--- config.mk ---
export PLATFORM = sky130hd
export DESIGN_NAME = disc_directory_entry_parser_unit
export DESIGN_NICKNAME = d
export VERILOG_FILES = /design/src/rtl/ddep_pkg.sv /design/src/rtl/ddep_front.sv /design/src/rtl/ddep_queue.sv /design/src/rtl/ddep_back.sv /design/src/rtl/disc_directory_entry_parser_unit.sv
export SDC_FILE = /design/constraint.sdc
export NUM_CORES = 1
export LEC_CHECK = 0
export ABC_AREA = 0
export BUFFER_PORTS_ARGS = -buffer_cell sky130_fd_sc_hd__buf_2
export CORE_MARGIN = 3
export CORE_UTILIZATION = 60
export CTS_BUF_LIST = sky130_fd_sc_hd__clkbuf_4 sky130_fd_sc_hd__clkbuf_8 sky130_fd_sc_hd__clkbuf_16
export DETAILED_ROUTE_END_ITERATION = 8
export PLACE_DENSITY = 0.83
export RECOVER_POWER = 50
export SYNTH_ARGS = -nofsm -noshare
export SYNTH_HDL_FRONTEND = slang
export SYNTH_HIERARCHICAL = 1
export SYNTH_SLANG_ARGS = --single-unit
--- constraint.sdc ---
create_clock -name aclk -period 8.5 [get_ports aclk]
set_input_delay 0.425 -clock aclk [delete_from_list [all_inputs] [get_ports aclk]]
set_output_delay 0.425 -clock aclk [all_outputs]
set_load 0.05 [all_outputs]
--- src/rtl/ddep_pkg.sv ---
package ddep_pkg;

    localparam int HEADER_BYTES    = 14;
    localparam int MAX_UTF8_LENGTH = 255;
    localparam int QUEUE_DEPTH     = 4;
    localparam int TDATA_W         = 88;
    localparam int PAYLOAD_W       = 82;

    localparam logic [3:0]  HDR_LAST       = 4'(HEADER_BYTES - 1);
    localparam logic [7:0]  ATTR_DIR_BIT   = 8'h10;
    localparam logic [7:0]  DOT_CHAR       = 8'h2e;
    localparam logic [31:0] TWO_BYTE_MASK  = 32'hD5005508;

    typedef enum logic [2:0] {
        PH_HEADER = 3'd0,
        PH_NAME   = 3'd1,
        PH_PAD    = 3'd2,
        PH_SKIP   = 3'd3,
        PH_ERROR  = 3'd4
    } phase_t;

    typedef enum logic [1:0] {
        KIND_NAME  = 2'd0,
        KIND_ENTRY = 2'd1,
        KIND_ERROR = 2'd2,
        KIND_END   = 2'd3
    } kind_t;

    localparam logic ERR_OVERRUN = 1'b0;
    localparam logic ERR_UNSAFE  = 1'b1;

    typedef struct packed {
        kind_t       kind;
        logic [7:0]  name_byte;
        logic [31:0] start_sector;
        logic [31:0] file_size;
        logic        dir_flag;
        logic [7:0]  name_length;
        logic        err_code;
        logic        table_end;
    } res_t;

    function automatic logic forbidden_byte(input logic [7:0] b);
        return (b < 8'h20) ||
               (b inside {8'h2f, 8'h5c, 8'h3a, 8'h2a, 8'h3f, 8'h22, 8'h3c, 8'h3e, 8'h7c});
    endfunction

    // UTF-8 length of one code-page byte
    function automatic logic [1:0] utf8_bytes(input logic [7:0] b);
        logic [1:0] n;
        if (b < 8'h80) begin
            n = 2'd1;
        end else if (b >= 8'ha0) begin
            n = 2'd2;
        end else begin
            n = TWO_BYTE_MASK[b[4:0]] ? 2'd2 : 2'd3;
        end
        return n;
    endfunction

endpackage

--- src/rtl/ddep_front.sv ---
module ddep_front #(
    parameter int SECTOR_BYTES = 2048
) (
    input  logic          aclk,
    input  logic          aresetn,
    input  logic          in_accept,
    input  logic [7:0]    in_data,
    input  logic          in_last,
    output logic          res_push,
    output ddep_pkg::res_t res_item
);
    import ddep_pkg::*;

    localparam int OFF_W = $clog2(SECTOR_BYTES);
    localparam int CMP_W = OFF_W + 2;
    localparam logic [CMP_W-1:0] SECTOR_C = CMP_W'(SECTOR_BYTES);
    localparam logic [OFF_W-1:0] OFF_LAST = OFF_W'(SECTOR_BYTES - 1);

    logic [OFF_W-1:0] offset_reg, offset_next;
    phase_t           phase_reg, phase_next;
    logic [3:0]       hidx_reg, hidx_next;
    logic [31:0]      sector_reg, sector_next;
    logic [31:0]      size_reg, size_next;
    logic [7:0]       attr_reg, attr_next;
    logic [7:0]       nlen_reg, nlen_next;
    logic             zero_reg, zero_next;
    logic             ones_reg, ones_next;
    logic [7:0]       ncount_reg, ncount_next;
    logic [9:0]       utf8_reg, utf8_next;
    logic [1:0]       dots_reg, dots_next;
    logic             unsafe_reg, unsafe_next;

    logic [OFF_W-1:0] off_inc;
    logic [CMP_W-1:0] off_wide;
    logic             hdr_no_room, zero_upd, ones_upd, hdr_blank, name_overrun;
    logic [7:0]       cnt_upd;
    logic [9:0]       utf8_upd;
    logic [1:0]       dots_upd;
    logic             unsafe_upd, name_more, name_bad;
    logic             has_res;

    assign off_inc      = (offset_reg == OFF_LAST) ? '0 : offset_reg + 1'b1;
    assign off_wide     = CMP_W'(offset_reg);
    assign hdr_no_room  = (hidx_reg == '0) && (off_wide + CMP_W'(HEADER_BYTES) > SECTOR_C);
    assign zero_upd     = ((hidx_reg == '0) | zero_reg) & (in_data == 8'h00);
    assign ones_upd     = ((hidx_reg == '0) | ones_reg) & (in_data == 8'hff);
    assign hdr_blank    = zero_upd | ones_upd;
    assign name_overrun = (off_wide + CMP_W'(1) + CMP_W'(in_data)) > SECTOR_C;

    assign cnt_upd    = ncount_reg + 8'd1;
    assign utf8_upd   = utf8_reg + 10'(utf8_bytes(in_data));
    assign dots_upd   = (in_data == DOT_CHAR) ? ((dots_reg == 2'd3) ? 2'd3 : dots_reg + 2'd1)
                                              : 2'd3;
    assign unsafe_upd = unsafe_reg | forbidden_byte(in_data);
    assign name_more  = cnt_upd < nlen_reg;
    assign name_bad   = unsafe_upd || dots_upd == 2'd1 || dots_upd == 2'd2 ||
                        utf8_upd > 10'(MAX_UTF8_LENGTH);

    // result of the current byte
    always_comb begin
        res_item = '0;
        has_res  = 1'b0;
        case (phase_reg)
            PH_HEADER: begin
                if (!hdr_no_room && hidx_reg == HDR_LAST && !hdr_blank) begin
                    if (name_overrun) begin
                        has_res           = 1'b1;
                        res_item.kind     = KIND_ERROR;
                        res_item.err_code = ERR_OVERRUN;
                    end else if (in_data == 8'h00) begin
                        has_res           = 1'b1;
                        res_item.kind     = KIND_ERROR;
                        res_item.err_code = ERR_UNSAFE;
                    end
                end
            end
            PH_NAME: begin
                has_res = 1'b1;
                if (name_more) begin
                    res_item.kind      = KIND_NAME;
                    res_item.name_byte = in_data;
                end else if (name_bad) begin
                    res_item.kind     = KIND_ERROR;
                    res_item.err_code = ERR_UNSAFE;
                end else begin
                    res_item.kind         = KIND_ENTRY;
                    res_item.name_byte    = in_data;
                    res_item.start_sector = sector_reg;
                    res_item.file_size    = size_reg;
                    res_item.dir_flag     = |(attr_reg & ATTR_DIR_BIT);
                    res_item.name_length  = nlen_reg;
                end
            end
            default: begin
            end
        endcase
        if (in_last && !has_res) begin
            res_item.kind = KIND_END;
        end
        res_item.table_end = in_last;
    end

    assign res_push = in_accept && (has_res || in_last);

    // next parser state
    always_comb begin
        offset_next = offset_reg;
        phase_next  = phase_reg;
        hidx_next   = hidx_reg;
        sector_next = sector_reg;
        size_next   = size_reg;
        attr_next   = attr_reg;
        nlen_next   = nlen_reg;
        zero_next   = zero_reg;
        ones_next   = ones_reg;
        ncount_next = ncount_reg;
        utf8_next   = utf8_reg;
        dots_next   = dots_reg;
        unsafe_next = unsafe_reg;
        if (in_accept) begin
            offset_next = off_inc;
            case (phase_reg)
                PH_HEADER: begin
                    if (hdr_no_room) begin
                        phase_next = (off_inc == '0) ? PH_HEADER : PH_SKIP;
                    end else begin
                        zero_next = zero_upd;
                        ones_next = ones_upd;
                        if (hidx_reg == '0) begin
                            sector_next = '0;
                            size_next   = '0;
                            attr_next   = '0;
                            nlen_next   = '0;
                        end
                        case (hidx_reg)
                            4'd4:    sector_next[7:0]   = in_data;
                            4'd5:    sector_next[15:8]  = in_data;
                            4'd6:    sector_next[23:16] = in_data;
                            4'd7:    sector_next[31:24] = in_data;
                            4'd8:    size_next[7:0]     = in_data;
                            4'd9:    size_next[15:8]    = in_data;
                            4'd10:   size_next[23:16]   = in_data;
                            4'd11:   size_next[31:24]   = in_data;
                            4'd12:   attr_next          = in_data;
                            4'd13:   nlen_next          = in_data;
                            default: begin
                            end
                        endcase
                        if (hidx_reg != HDR_LAST) begin
                            hidx_next = hidx_reg + 4'd1;
                        end else begin
                            hidx_next = '0;
                            if (hdr_blank) begin
                                phase_next = (off_inc == '0) ? PH_HEADER : PH_SKIP;
                            end else if (name_overrun || in_data == 8'h00) begin
                                phase_next = PH_ERROR;
                            end else begin
                                phase_next  = PH_NAME;
                                ncount_next = '0;
                                utf8_next   = '0;
                                dots_next   = '0;
                                unsafe_next = 1'b0;
                            end
                        end
                    end
                end
                PH_NAME: begin
                    ncount_next = cnt_upd;
                    utf8_next   = utf8_upd;
                    dots_next   = dots_upd;
                    unsafe_next = unsafe_upd;
                    if (!name_more) begin
                        if (name_bad) begin
                            phase_next = PH_ERROR;
                        end else begin
                            phase_next = (off_inc[1:0] == 2'b00) ? PH_HEADER : PH_PAD;
                        end
                    end
                end
                PH_PAD: begin
                    phase_next = (off_inc[1:0] == 2'b00) ? PH_HEADER : PH_PAD;
                end
                PH_SKIP: begin
                    phase_next = (off_inc == '0) ? PH_HEADER : PH_SKIP;
                end
                default: begin
                end
            endcase
            if (in_last) begin
                offset_next = '0;
                phase_next  = PH_HEADER;
                hidx_next   = '0;
                sector_next = '0;
                size_next   = '0;
                attr_next   = '0;
                nlen_next   = '0;
                zero_next   = 1'b1;
                ones_next   = 1'b1;
                ncount_next = '0;
                utf8_next   = '0;
                dots_next   = '0;
                unsafe_next = 1'b0;
            end
        end
    end

    always_ff @(posedge aclk) begin
        if (!aresetn) begin
            offset_reg <= '0;
            phase_reg  <= PH_HEADER;
            hidx_reg   <= '0;
            sector_reg <= '0;
            size_reg   <= '0;
            attr_reg   <= '0;
            nlen_reg   <= '0;
            zero_reg   <= 1'b1;
            ones_reg   <= 1'b1;
            ncount_reg <= '0;
            utf8_reg   <= '0;
            dots_reg   <= '0;
            unsafe_reg <= 1'b0;
        end else begin
            offset_reg <= offset_next;
            phase_reg  <= phase_next;
            hidx_reg   <= hidx_next;
            sector_reg <= sector_next;
            size_reg   <= size_next;
            attr_reg   <= attr_next;
            nlen_reg   <= nlen_next;
            zero_reg   <= zero_next;
            ones_reg   <= ones_next;
            ncount_reg <= ncount_next;
            utf8_reg   <= utf8_next;
            dots_reg   <= dots_next;
            unsafe_reg <= unsafe_next;
        end
    end

endmodule

--- src/rtl/ddep_queue.sv ---
module ddep_queue (
    input  logic           aclk,
    input  logic           aresetn,
    input  logic           push,
    input  ddep_pkg::res_t push_item,
    output logic           full,
    input  logic           pop,
    output logic           not_empty,
    output ddep_pkg::res_t pop_item
);
    import ddep_pkg::*;

    localparam int PTR_W = $clog2(QUEUE_DEPTH);

    res_t             slot_reg [QUEUE_DEPTH];
    logic [PTR_W-1:0] wr_ptr_reg, wr_ptr_next;
    logic [PTR_W-1:0] rd_ptr_reg, rd_ptr_next;
    logic [PTR_W:0]   count_reg, count_next;
    logic             do_push, do_pop;

    assign full      = (count_reg == (PTR_W+1)'(QUEUE_DEPTH));
    assign not_empty = (count_reg != '0);
    assign do_push   = push && !full;
    assign do_pop    = pop && not_empty;
    assign pop_item  = slot_reg[rd_ptr_reg];

    always_comb begin
        wr_ptr_next = do_push ? wr_ptr_reg + 1'b1 : wr_ptr_reg;
        rd_ptr_next = do_pop ? rd_ptr_reg + 1'b1 : rd_ptr_reg;
        count_next  = count_reg + (PTR_W+1)'(do_push) - (PTR_W+1)'(do_pop);
    end

    always_ff @(posedge aclk) begin
        if (do_push) begin
            slot_reg[wr_ptr_reg] <= push_item;
        end
    end

    always_ff @(posedge aclk) begin
        if (!aresetn) begin
            wr_ptr_reg <= '0;
            rd_ptr_reg <= '0;
            count_reg  <= '0;
        end else begin
            wr_ptr_reg <= wr_ptr_next;
            rd_ptr_reg <= rd_ptr_next;
            count_reg  <= count_next;
        end
    end

endmodule

--- src/rtl/ddep_back.sv ---
module ddep_back (
    input  logic                           aclk,
    input  logic                           aresetn,
    input  logic                           q_valid,
    input  ddep_pkg::res_t                 q_item,
    output logic                           q_pop,
    output logic                           m_tvalid,
    input  logic                           m_tready,
    output logic [ddep_pkg::TDATA_W-1:0]   m_tdata,
    output logic [1:0]                     m_tuser,
    output logic                           m_tlast
);
    import ddep_pkg::*;

    logic out_valid_reg, out_valid_next;
    res_t out_item_reg;
    logic load;

    assign load  = q_valid && (!out_valid_reg || m_tready);
    assign q_pop = load;

    always_comb begin
        out_valid_next = out_valid_reg;
        if (load) begin
            out_valid_next = 1'b1;
        end else if (m_tready) begin
            out_valid_next = 1'b0;
        end
    end

    always_ff @(posedge aclk) begin
        if (load) begin
            out_item_reg <= q_item;
        end
    end

    always_ff @(posedge aclk) begin
        if (!aresetn) begin
            out_valid_reg <= 1'b0;
        end else begin
            out_valid_reg <= out_valid_next;
        end
    end

    assign m_tvalid = out_valid_reg;
    assign m_tdata  = {(TDATA_W-PAYLOAD_W)'(0),
                       out_item_reg.err_code,
                       out_item_reg.name_length,
                       out_item_reg.dir_flag,
                       out_item_reg.file_size,
                       out_item_reg.start_sector,
                       out_item_reg.name_byte};
    assign m_tuser  = out_item_reg.kind;
    assign m_tlast  = out_item_reg.table_end;

endmodule

--- src/rtl/disc_directory_entry_parser_unit.sv ---
// Disc directory entry parser.
// Input: one directory table byte per item on s_tdata[7:0]; s_tlast marks the
// final byte of the table's last sector. The table arrives in whole sectors of
// SECTOR_BYTES bytes.
// Output: zero or one item per input byte. m_tuser is the kind (name byte,
// entry complete, error, end of table); m_tlast is set on the item caused by
// the table's last byte. m_tdata carries name byte, start sector, file size,
// directory bit, name length and error code.
// Throughput is one byte per cycle while the queue is not full. The parser
// updates its counters and flags in the cycle it takes a byte; results go
// through a four-item queue into an output register that drives the m_ side.
// When m_tready is held low the queue fills and s_tready drops once it is
// full; no item is lost. After an error the block stays silent until the
// table's last byte, which returns all parsing state to reset.
// aresetn is synchronous, active low, and clears parser, queue and output.
module disc_directory_entry_parser_unit #(
    parameter int SECTOR_BYTES = 2048
) (
    input  logic                         aclk,
    input  logic                         aresetn,
    input  logic                         s_tvalid,
    output logic                         s_tready,
    input  logic [7:0]                   s_tdata,   // data_byte
    input  logic                         s_tlast,   // last_byte
    output logic                         m_tvalid,
    input  logic                         m_tready,
    // name_byte[7:0], start_sector[39:8], file_size[71:40], dir_flag[72],
    // name_length[80:73], err_code[81], zero[87:82]
    output logic [ddep_pkg::TDATA_W-1:0] m_tdata,
    output logic [1:0]                   m_tuser,   // result_kind
    output logic                         m_tlast    // table_end
);
    import ddep_pkg::*;

    logic in_accept;
    logic res_push;
    res_t res_item;
    logic q_full, q_valid, q_pop;
    res_t q_item;

    assign s_tready  = !q_full;
    assign in_accept = s_tvalid && s_tready;

    ddep_front #(
        .SECTOR_BYTES(SECTOR_BYTES)
    ) u_front (
        .aclk      (aclk),
        .aresetn   (aresetn),
        .in_accept (in_accept),
        .in_data   (s_tdata),
        .in_last   (s_tlast),
        .res_push  (res_push),
        .res_item  (res_item)
    );

    ddep_queue u_queue (
        .aclk      (aclk),
        .aresetn   (aresetn),
        .push      (res_push),
        .push_item (res_item),
        .full      (q_full),
        .pop       (q_pop),
        .not_empty (q_valid),
        .pop_item  (q_item)
    );

    ddep_back u_back (
        .aclk     (aclk),
        .aresetn  (aresetn),
        .q_valid  (q_valid),
        .q_item   (q_item),
        .q_pop    (q_pop),
        .m_tvalid (m_tvalid),
        .m_tready (m_tready),
        .m_tdata  (m_tdata),
        .m_tuser  (m_tuser),
        .m_tlast  (m_tlast)
    );

endmodule

==> impl_metrics.env, run 1 <==
export IMPL_maxCapViolCount=8
export IMPL_antenna_found_initial=0
export IMPL_yosysTopAreaCell="edfxtp_1"
export IMPL_r2r_end="u_front/sector_reg[8]"
export IMPL_drt_iter0_markers=1228
export IMPL_drt_wl_total_mm=46.6
export IMPL_path_class="reg -> reg"
export IMPL_drcViolationCount=0
export IMPL_synth_seq_cells=549
export IMPL_hold_viol=0
export IMPL_min_to="u_back/m_tvalid"
export IMPL_core_area_um2=35800
export IMPL_synth_most_common_cell="edfxtp_1"
export IMPL_slew_viol_final=311
export IMPL_io_pins=106
export IMPL_synth_compound_area_share_pct=7.82
export IMPL_dr_pass1_iters=8
export IMPL_reg2reg_depth=9
export IMPL_drive_gt1_share_pct=13.8
export IMPL_wire_per_inst_um=23.3
export IMPL_cp_max_fo=49
export IMPL_gp_congestion=0.888
export IMPL_critical_path_endpoint_type="register"
export IMPL_p_leak_nw=7.94
export IMPL_synthTopCellsByArea="edfxtp_1 58%, dfxtp_1 11%, mux4_2 8.7%"
export IMPL_power_density_nw_per_um2=300
export IMPL_diodes=0
export IMPL_finalSetupViolCount=0
export IMPL_start_util_pct=61.4
export IMPL_port_buffers=99
export IMPL_netlist_area_um2=22000
export IMPL_r2r_start="u_queue/count_reg[2]"
export IMPL_ant_nets=0
export IMPL_whs_path_depth=3
export IMPL_slew_headroom_pct=-130
export IMPL_hold_path_class="in -> reg"
export IMPL_period_needed_ns=6.40
export IMPL_synth_mux_area_fraction_pct=8.88
export IMPL_cts_max_path_buffers=3
export IMPL_fin_crit_sh_pct=75.3
export IMPL_post_place_ws_ns=3.53
export IMPL_fp_dieArea_um2=39000
export IMPL_track_usage_pct=23.9
export IMPL_outcome="finished, violations left"
export IMPL_cts_tree="built"
export IMPL_grt_overflow=0
export IMPL_grt_start_max_net_pins=92
export IMPL_vdd_drop_max_mv=0.221
export IMPL_yosys_warnings=6
export IMPL_grt_pass1_wl_mm=72.0
export IMPL_clk_pin_slew_ns=0.06
export IMPL_rows=69
export IMPL_synth_ff_type="edfxtp_1"
export IMPL_clock_latency_ns=0.60
export IMPL_rsz0062_at_grt="false"
export IMPL_skew_ns=0.0220
export IMPL_post_cts_buffers=0
export IMPL_hpwlAfterDp_mm=27.7
export IMPL_fin_nets=1534
export IMPL_setup_tns_ns=0
export IMPL_area_growth_pct=10.4
export IMPL_clockRootBuffer="clkbuf_16"
export IMPL_yosysUniqueCellTypes=78
export IMPL_avgSynthCellArea_um2=15.6
export IMPL_cts_max_level=2
export IMPL_routed_via_density=6.36
export IMPL_violations="capacitance limit, slew limit"
export IMPL_cts_hold_buf=0
export IMPL_reg2reg_slack_ns=2.10
export IMPL_synth_edf_count=425
export IMPL_p_total_mw=7.29
export IMPL_tightest_slew_ns=3.44
export IMPL_dieHeight_um=197
export IMPL_cp_arrival_ns=6.91
export IMPL_synthSimpleGateAreaFrac_pct=8.69
export IMPL_synth_common_cells="425 x edfxtp_1, 124 x dfxtp_1, 116 x nor2_1"
export IMPL_worstPathRequired_ns=9.01
export IMPL_max_freq_ghz=0.156
export IMPL_ys_seq_area_share_pct=69.3
export IMPL_synthAdderAreaFrac_pct=1.87
export IMPL_die_x_um=197
export IMPL_synthArstFlopShare_pct=0
export IMPL_worst_slack_ns=2.10
export IMPL_min_from="m_tready"
export IMPL_cts_resized=0
export IMPL_syn_inst=1411
export IMPL_cts_buffers=53
export IMPL_synth_top_family_by_area="multiplexers"
export IMPL_cts_sinks=549
export IMPL_vias=12700
export IMPL_synth_top_area_share_pct=58.0
export IMPL_grt_pass1_vias=12700
export IMPL_synth_xor_area_share_pct=0.557
export IMPL_largest_register_ffs=340
export IMPL_start_kind="register"
[cell type report]
type	count	area, µm²
timing repair buffer	112	463
sequential	549	15200
inverter	32	120
tap	461	577
fill	2320	11500
clock buffer	69	1450
clock inverter	30	304
multi-input combinational	742	6130
[cell usage in the layout (no fill, tap or decap), types with 7 or more instances in the layout]
cell       netlist  final
buf_2           10     10
nor2_1         116    116
inv_1           32     31
mux4_2          85     85
buf_4           10      8
ha_1            28     28
a22oi_1         18     18
dfxtp_1        124    123
o21ai_0         34     34
and2_0           0     37
nor3_1          19     19
xnor2_1         10     10
or3_1            8      8
nand2b_1        10     10
clkinv_2         0      7
o22ai_1          7      7
a31oi_1         14     14
nand3_1         11     11
edfxtp_1       425    425
nand2_1         53     53
and2_1          85     44
clkbuf_16        0     53
a32oi_1         55     55
clkbuf_4         0     15
o221ai_1         8      8
clkbuf_1        60     94
nor2b_1          9      9
nand4_1          9      9
a21oi_1         44     44
clkinv_1         0     10
[worst max-delay path, cell delays in order, from the launching register on]
cell	delay, ns
dfxtp_1	0.34
nor3b_1	0.21
nor2b_1	0.12
clkbuf_1	0.90
nand2b_1	0.48
a211oi_1	1.35
clkbuf_1	1.63
and2_0	0.84
a22oi_1	0.23
nor2_1	0.18
[cells by family after synthesis]
kind of cell,count (synthesis)
adder cells (fa/ha/maj),31
other,1
flip-flops,549
XOR/XNOR,14
multiplexers,89
AO/OA/AOI/OAI,237
AND/OR/NAND/NOR,365
buffers and inverters,125
[how the worst max path moves through the flow]
stage                               start                      end  cells after the start  slack (ns)
global route         u_queue/count_reg[2]    u_front/sector_reg[8]                      9        1.83
floorplan                 u_back/m_tvalid     u_queue/count_reg[2]                     10        2.26
CTS                 u_front/offset_reg[2]  u_queue/slot_reg[2][68]                     10        3.66
global placement               s_tdata[0]  u_queue/slot_reg[2][51]                     14        3.72
finish               u_queue/count_reg[2]    u_front/sector_reg[8]                      9        2.10
detailed placement             s_tdata[0]  u_queue/slot_reg[2][16]                     14        3.53
[metal layers]
layer | GRT usage [%] | part of all wire (%) | vias to the layer above
li1 | - | - | 5662
met1 | 32.3 | 40 | 6384
met2 | 39.5 | 51 | 546
met3 | 3.56 | 6.1 | 101
met4 | 10.2 | 3.1 | 0
met5 | 0 | 0 | -
[through the flow]
step	hold slack [ns]	instance area (µm²)	utilization (%)	std cells
floorplan	0.442	22000	-	1416
global placement	0.454	22700	63.5	1896
detailed placement	0.470	22700	63.5	1896
CTS	0.158	24500	68.4	1995
global route	0.180	24300	67.8	1995
finish	0.175	24300	67.8	1995
[power by group]
part / internal (mW) / switching (mW)
sequential: 3.29 / 0.129
clock: 1.36 / 0.976
combinational: 0.370 / 1.16
total: 5.03 / 2.26
No activity file was read; power rests on OpenSTA's default activity.
==> inputs of run 2 (changes only) <==
--- a/config.mk
+++ b/config.mk
@@ -5,13 +5,13 @@
 export SDC_FILE = /design/constraint.sdc
 export NUM_CORES = 1
 export LEC_CHECK = 0
-export ABC_AREA = 0
+export ABC_AREA = 1
 export BUFFER_PORTS_ARGS = -buffer_cell sky130_fd_sc_hd__buf_2
 export CORE_MARGIN = 3
-export CORE_UTILIZATION = 60
+export CORE_UTILIZATION = 55
 export CTS_BUF_LIST = sky130_fd_sc_hd__clkbuf_4 sky130_fd_sc_hd__clkbuf_8 sky130_fd_sc_hd__clkbuf_16
 export DETAILED_ROUTE_END_ITERATION = 8
-export PLACE_DENSITY = 0.83
+export PLACE_DENSITY = 0.8
 export RECOVER_POWER = 50
 export SYNTH_ARGS = -nofsm -noshare
 export SYNTH_HDL_FRONTEND = slang
==> constraint.sdc (replaced) <==
create_clock -name aclk -period 5.7 [get_ports aclk]
set_input_delay 0.285 -clock aclk [delete_from_list [all_inputs] [get_ports aclk]]
set_output_delay 0.285 -clock aclk [all_outputs]
set_load 0.05 [all_outputs]
==> impl_metrics.env, run 2 <==
export IMPL_outcome="finished, violations left"
export IMPL_violations="capacitance limit, slew limit"
export IMPL_worst_slack_ns=1.28
export IMPL_port_buffers=99
export IMPL_yosysTopAreaCell="edfxtp_1"
export IMPL_hold_path_class="in -> reg"
export IMPL_slew_headroom_pct=-43.2
export IMPL_start_util_pct=56.3
export IMPL_multi_input_area_um2=6080
export IMPL_max_freq_ghz=0.226
export IMPL_track_usage_pct=23.1
export IMPL_grtUsageMet1_pct=29.9
export IMPL_dieHeight_um=209
export IMPL_critical_path_endpoint_type="register"
export IMPL_synth_common_cells="425 x edfxtp_1, 323 x nor2_1, 320 x nand2_1"
export IMPL_use_met3_pct=3.60
export IMPL_synth_xor_area_share_pct=0.271
export IMPL_use_met2_pct=39.1
export IMPL_synthSimpleGateAreaFrac_pct=14.8
export IMPL_synth_most_common_cell="edfxtp_1"
export IMPL_cp_max_fo=31
export IMPL_synthAdderAreaFrac_pct=1.81
export IMPL_drt_iter0_markers=1570
export IMPL_grt_busiest_layer="met2"
export IMPL_ant_nets=0
export IMPL_tightest_slew_ns=2.13
export IMPL_antenna_found_initial=0
export IMPL_synth_compound_area_share_pct=10.1
export IMPL_cts_max_path_buffers=3
export IMPL_final_common_cell="edfxtp_1"
export IMPL_num_fill_cells=3048
export IMPL_synthTopCellsByArea="edfxtp_1 56%, dfxtp_1 11%, nor2_1 5.4%"
export IMPL_vdd_drop_max_mv=0.358
export IMPL_synthArstFlopShare_pct=0
export IMPL_dr_pass1_iters=9
export IMPL_grt_start_max_net_pins=93
export IMPL_grt_overflow=0
export IMPL_synth_edf_count=425
export IMPL_cts_tree="built"
export IMPL_layout_common_cells="425 x edfxtp_1, 327 x nor2_1, 322 x nand2_1"
export IMPL_synth_seq_cells=549
export IMPL_hold_viol=0
export IMPL_p_leak_nw=8.32
export IMPL_synth_ff_type="edfxtp_1"
export IMPL_whs_path_depth=3
export IMPL_min_to="u_front/sector_reg[12]"
export IMPL_syn_inst=2086
export IMPL_rsz0062_at_grt="false"
export IMPL_vias=15700
export IMPL_ys_seq_area_share_pct=67.4
export IMPL_cts_buffers=52
export IMPL_min_from="s_tdata[4]"
export IMPL_netlist_area_um2=22600
export IMPL_synth_top_family_by_area="simple AND/OR/NAND/NOR gates"
export IMPL_area_growth_pct=10.2
export IMPL_r2r_start="u_queue/count_reg[1]"
export IMPL_postLayoutCoreUtil_pct=62.0
export IMPL_drcViolationCount=0
export IMPL_finalSetupViolCount=0
export IMPL_drt_wl_total_mm=51.0
export IMPL_clock_latency_ns=0.59
export IMPL_yosys_warnings=6
export IMPL_routed_via_density=5.72
export IMPL_power_density_nw_per_um2=478
export IMPL_synth_mux_area_fraction_pct=0
export IMPL_period_needed_ns=4.42
export IMPL_fin_nets=2212
export IMPL_gp_congestion=0.861
export IMPL_slew_viol_final=251
export IMPL_core_area_um2=40200
export IMPL_drive_gt1_share_pct=8.19
export IMPL_cts_sinks=549
export IMPL_hpwlAfterDp_mm=30.0
export IMPL_clk_pin_slew_ns=0.06
export IMPL_io_pins=106
export IMPL_final_seq_area_um2=15200
export IMPL_synth_top_area_share_pct=56.4
export IMPL_yosysUniqueCellTypes=49
export IMPL_fp_dieArea_um2=43600
export IMPL_maxCapViolCount=10
export IMPL_post_place_ws_ns=1.46
export IMPL_grt_pass1_vias=15200
export IMPL_fin_crit_sh_pct=77.5
export IMPL_r2r_end="u_front/utf8_reg[0]"
export IMPL_cts_max_level=2
export IMPL_skew_ns=0.00983
export IMPL_grt_pass1_wl_mm=80.2
export IMPL_reg2reg_slack_ns=1.28
export IMPL_cp_arrival_ns=4.89
export IMPL_die_x_um=209
export IMPL_clockRootBuffer="clkbuf_16"
export IMPL_wire_per_inst_um=18.7
export IMPL_largest_register_ffs=340
export IMPL_start_kind="register"
export IMPL_reg2reg_depth=9
export IMPL_diodes=0
export IMPL_worstPathRequired_ns=6.17
export IMPL_rows=73
export IMPL_path_class="reg -> reg"
export IMPL_avgSynthCellArea_um2=10.8
==> run 2: changes by cell type after synthesis, sizes merged, moves of 12 or more <==
| cell | previous run | this run |
|---|---|---|
| a22oi | 18 | 0 |
| and2 | 85 | 0 |
| o21ai | 34 | 197 |
| mux4 | 85 | 0 |
| nand2 | 53 | 326 |
| inv | 32 | 184 |
| o22ai | 7 | 85 |
| a31oi | 14 | 2 |
| a21oi | 44 | 129 |
| a32oi | 55 | 0 |
| nand3 | 11 | 59 |
| nor2 | 117 | 362 |
==> run 2: kinds of logic (layout without fill, tap and decap cells) <==
kind of cell | after synthesis | in the layout
AO/OA/AOI/OAI | 424 | 424
XOR/XNOR | 7 | 7
adder cells (fa/ha/maj) | 31 | 31
buffers and inverters | 279 | 398
flip-flops | 549 | 549
other | 1 | 6
AND/OR/NAND/NOR | 795 | 795
==> run 2: worst max-delay path by stage <==
stage	from	endpoint	slack, ns	cells after the start
after detailed placement	s_tdata[3]	u_queue/slot_reg[0][32]	1.46	19
after global placement	s_tdata[3]	u_queue/slot_reg[1][3]	1.53	19
after CTS	u_front/offset_reg[0]	u_queue/slot_reg[3][78]	1.61	20
after global routing	u_queue/count_reg[1]	u_front/ncount_reg[2]	0.80	10
final	u_queue/count_reg[1]	u_front/utf8_reg[0]	1.28	9
after floorplan	u_front/offset_reg[0]	u_queue/slot_reg[0][0]	-0.48	19
==> run 2: power breakdown <==
group | internal [mW] | switching (mW) | leakage, nW
sequential | 5.09 | 0.257 | 4.78
combinational | 0.574 | 2.67 | 2.70
clock | 1.92 | 1.41 | 0.840
==> run 2: cell type report <==
cell class | instances | share of cell area [%]
clock buffer | 74 | 6.00
multi-input combinational | 1263 | 24.4
clock inverter | 22 | 0.647
timing repair buffer | 117 | 2.37
tap | 525 | 2.63
inverter | 185 | 2.81
sequential | 549 | 61.2
==> run 2: critical path: stages, from the launching register on <==
cell      delay [ns]
dfxtp_1         0.36
nor2_1          0.09
nand2_1         0.18
inv_1           0.09
nor2_1          0.36
inv_1           0.51
a211oi_1        1.34
nand2_1         0.97
nor2_1          0.32
nor2_1          0.07
==> run 2: layer usage <==
layer	up-vias	wire, µm
li1	7326	-
met1	7530	19800
met2	683	25300
met3	117	4030
met4	0	1840
met5	-	0
==> run 2: metrics by stage <==
step           setup TNS, ns  total power, mW  area [µm²]  hold slack [ns]  std cells
6_report                   0             11.9       24900           0.0724       2735
5_1_grt                    0             12.4       24900           0.0941       2735
4_1_cts                    0             12.1       25200           0.0556       2735
3_5_place_dp               0             8.77       23500            0.454       2638
3_3_place_gp               0             8.67       23500            0.449       2638
2_1_floorplan        -162.29             7.99       22700            0.378       2091
==> run 2: repair_timing <==
item,CTS,global route
hold endpoints to repair,1,0
buffers inserted,0,0
hold buffers,1,0
resized for setup,0,0
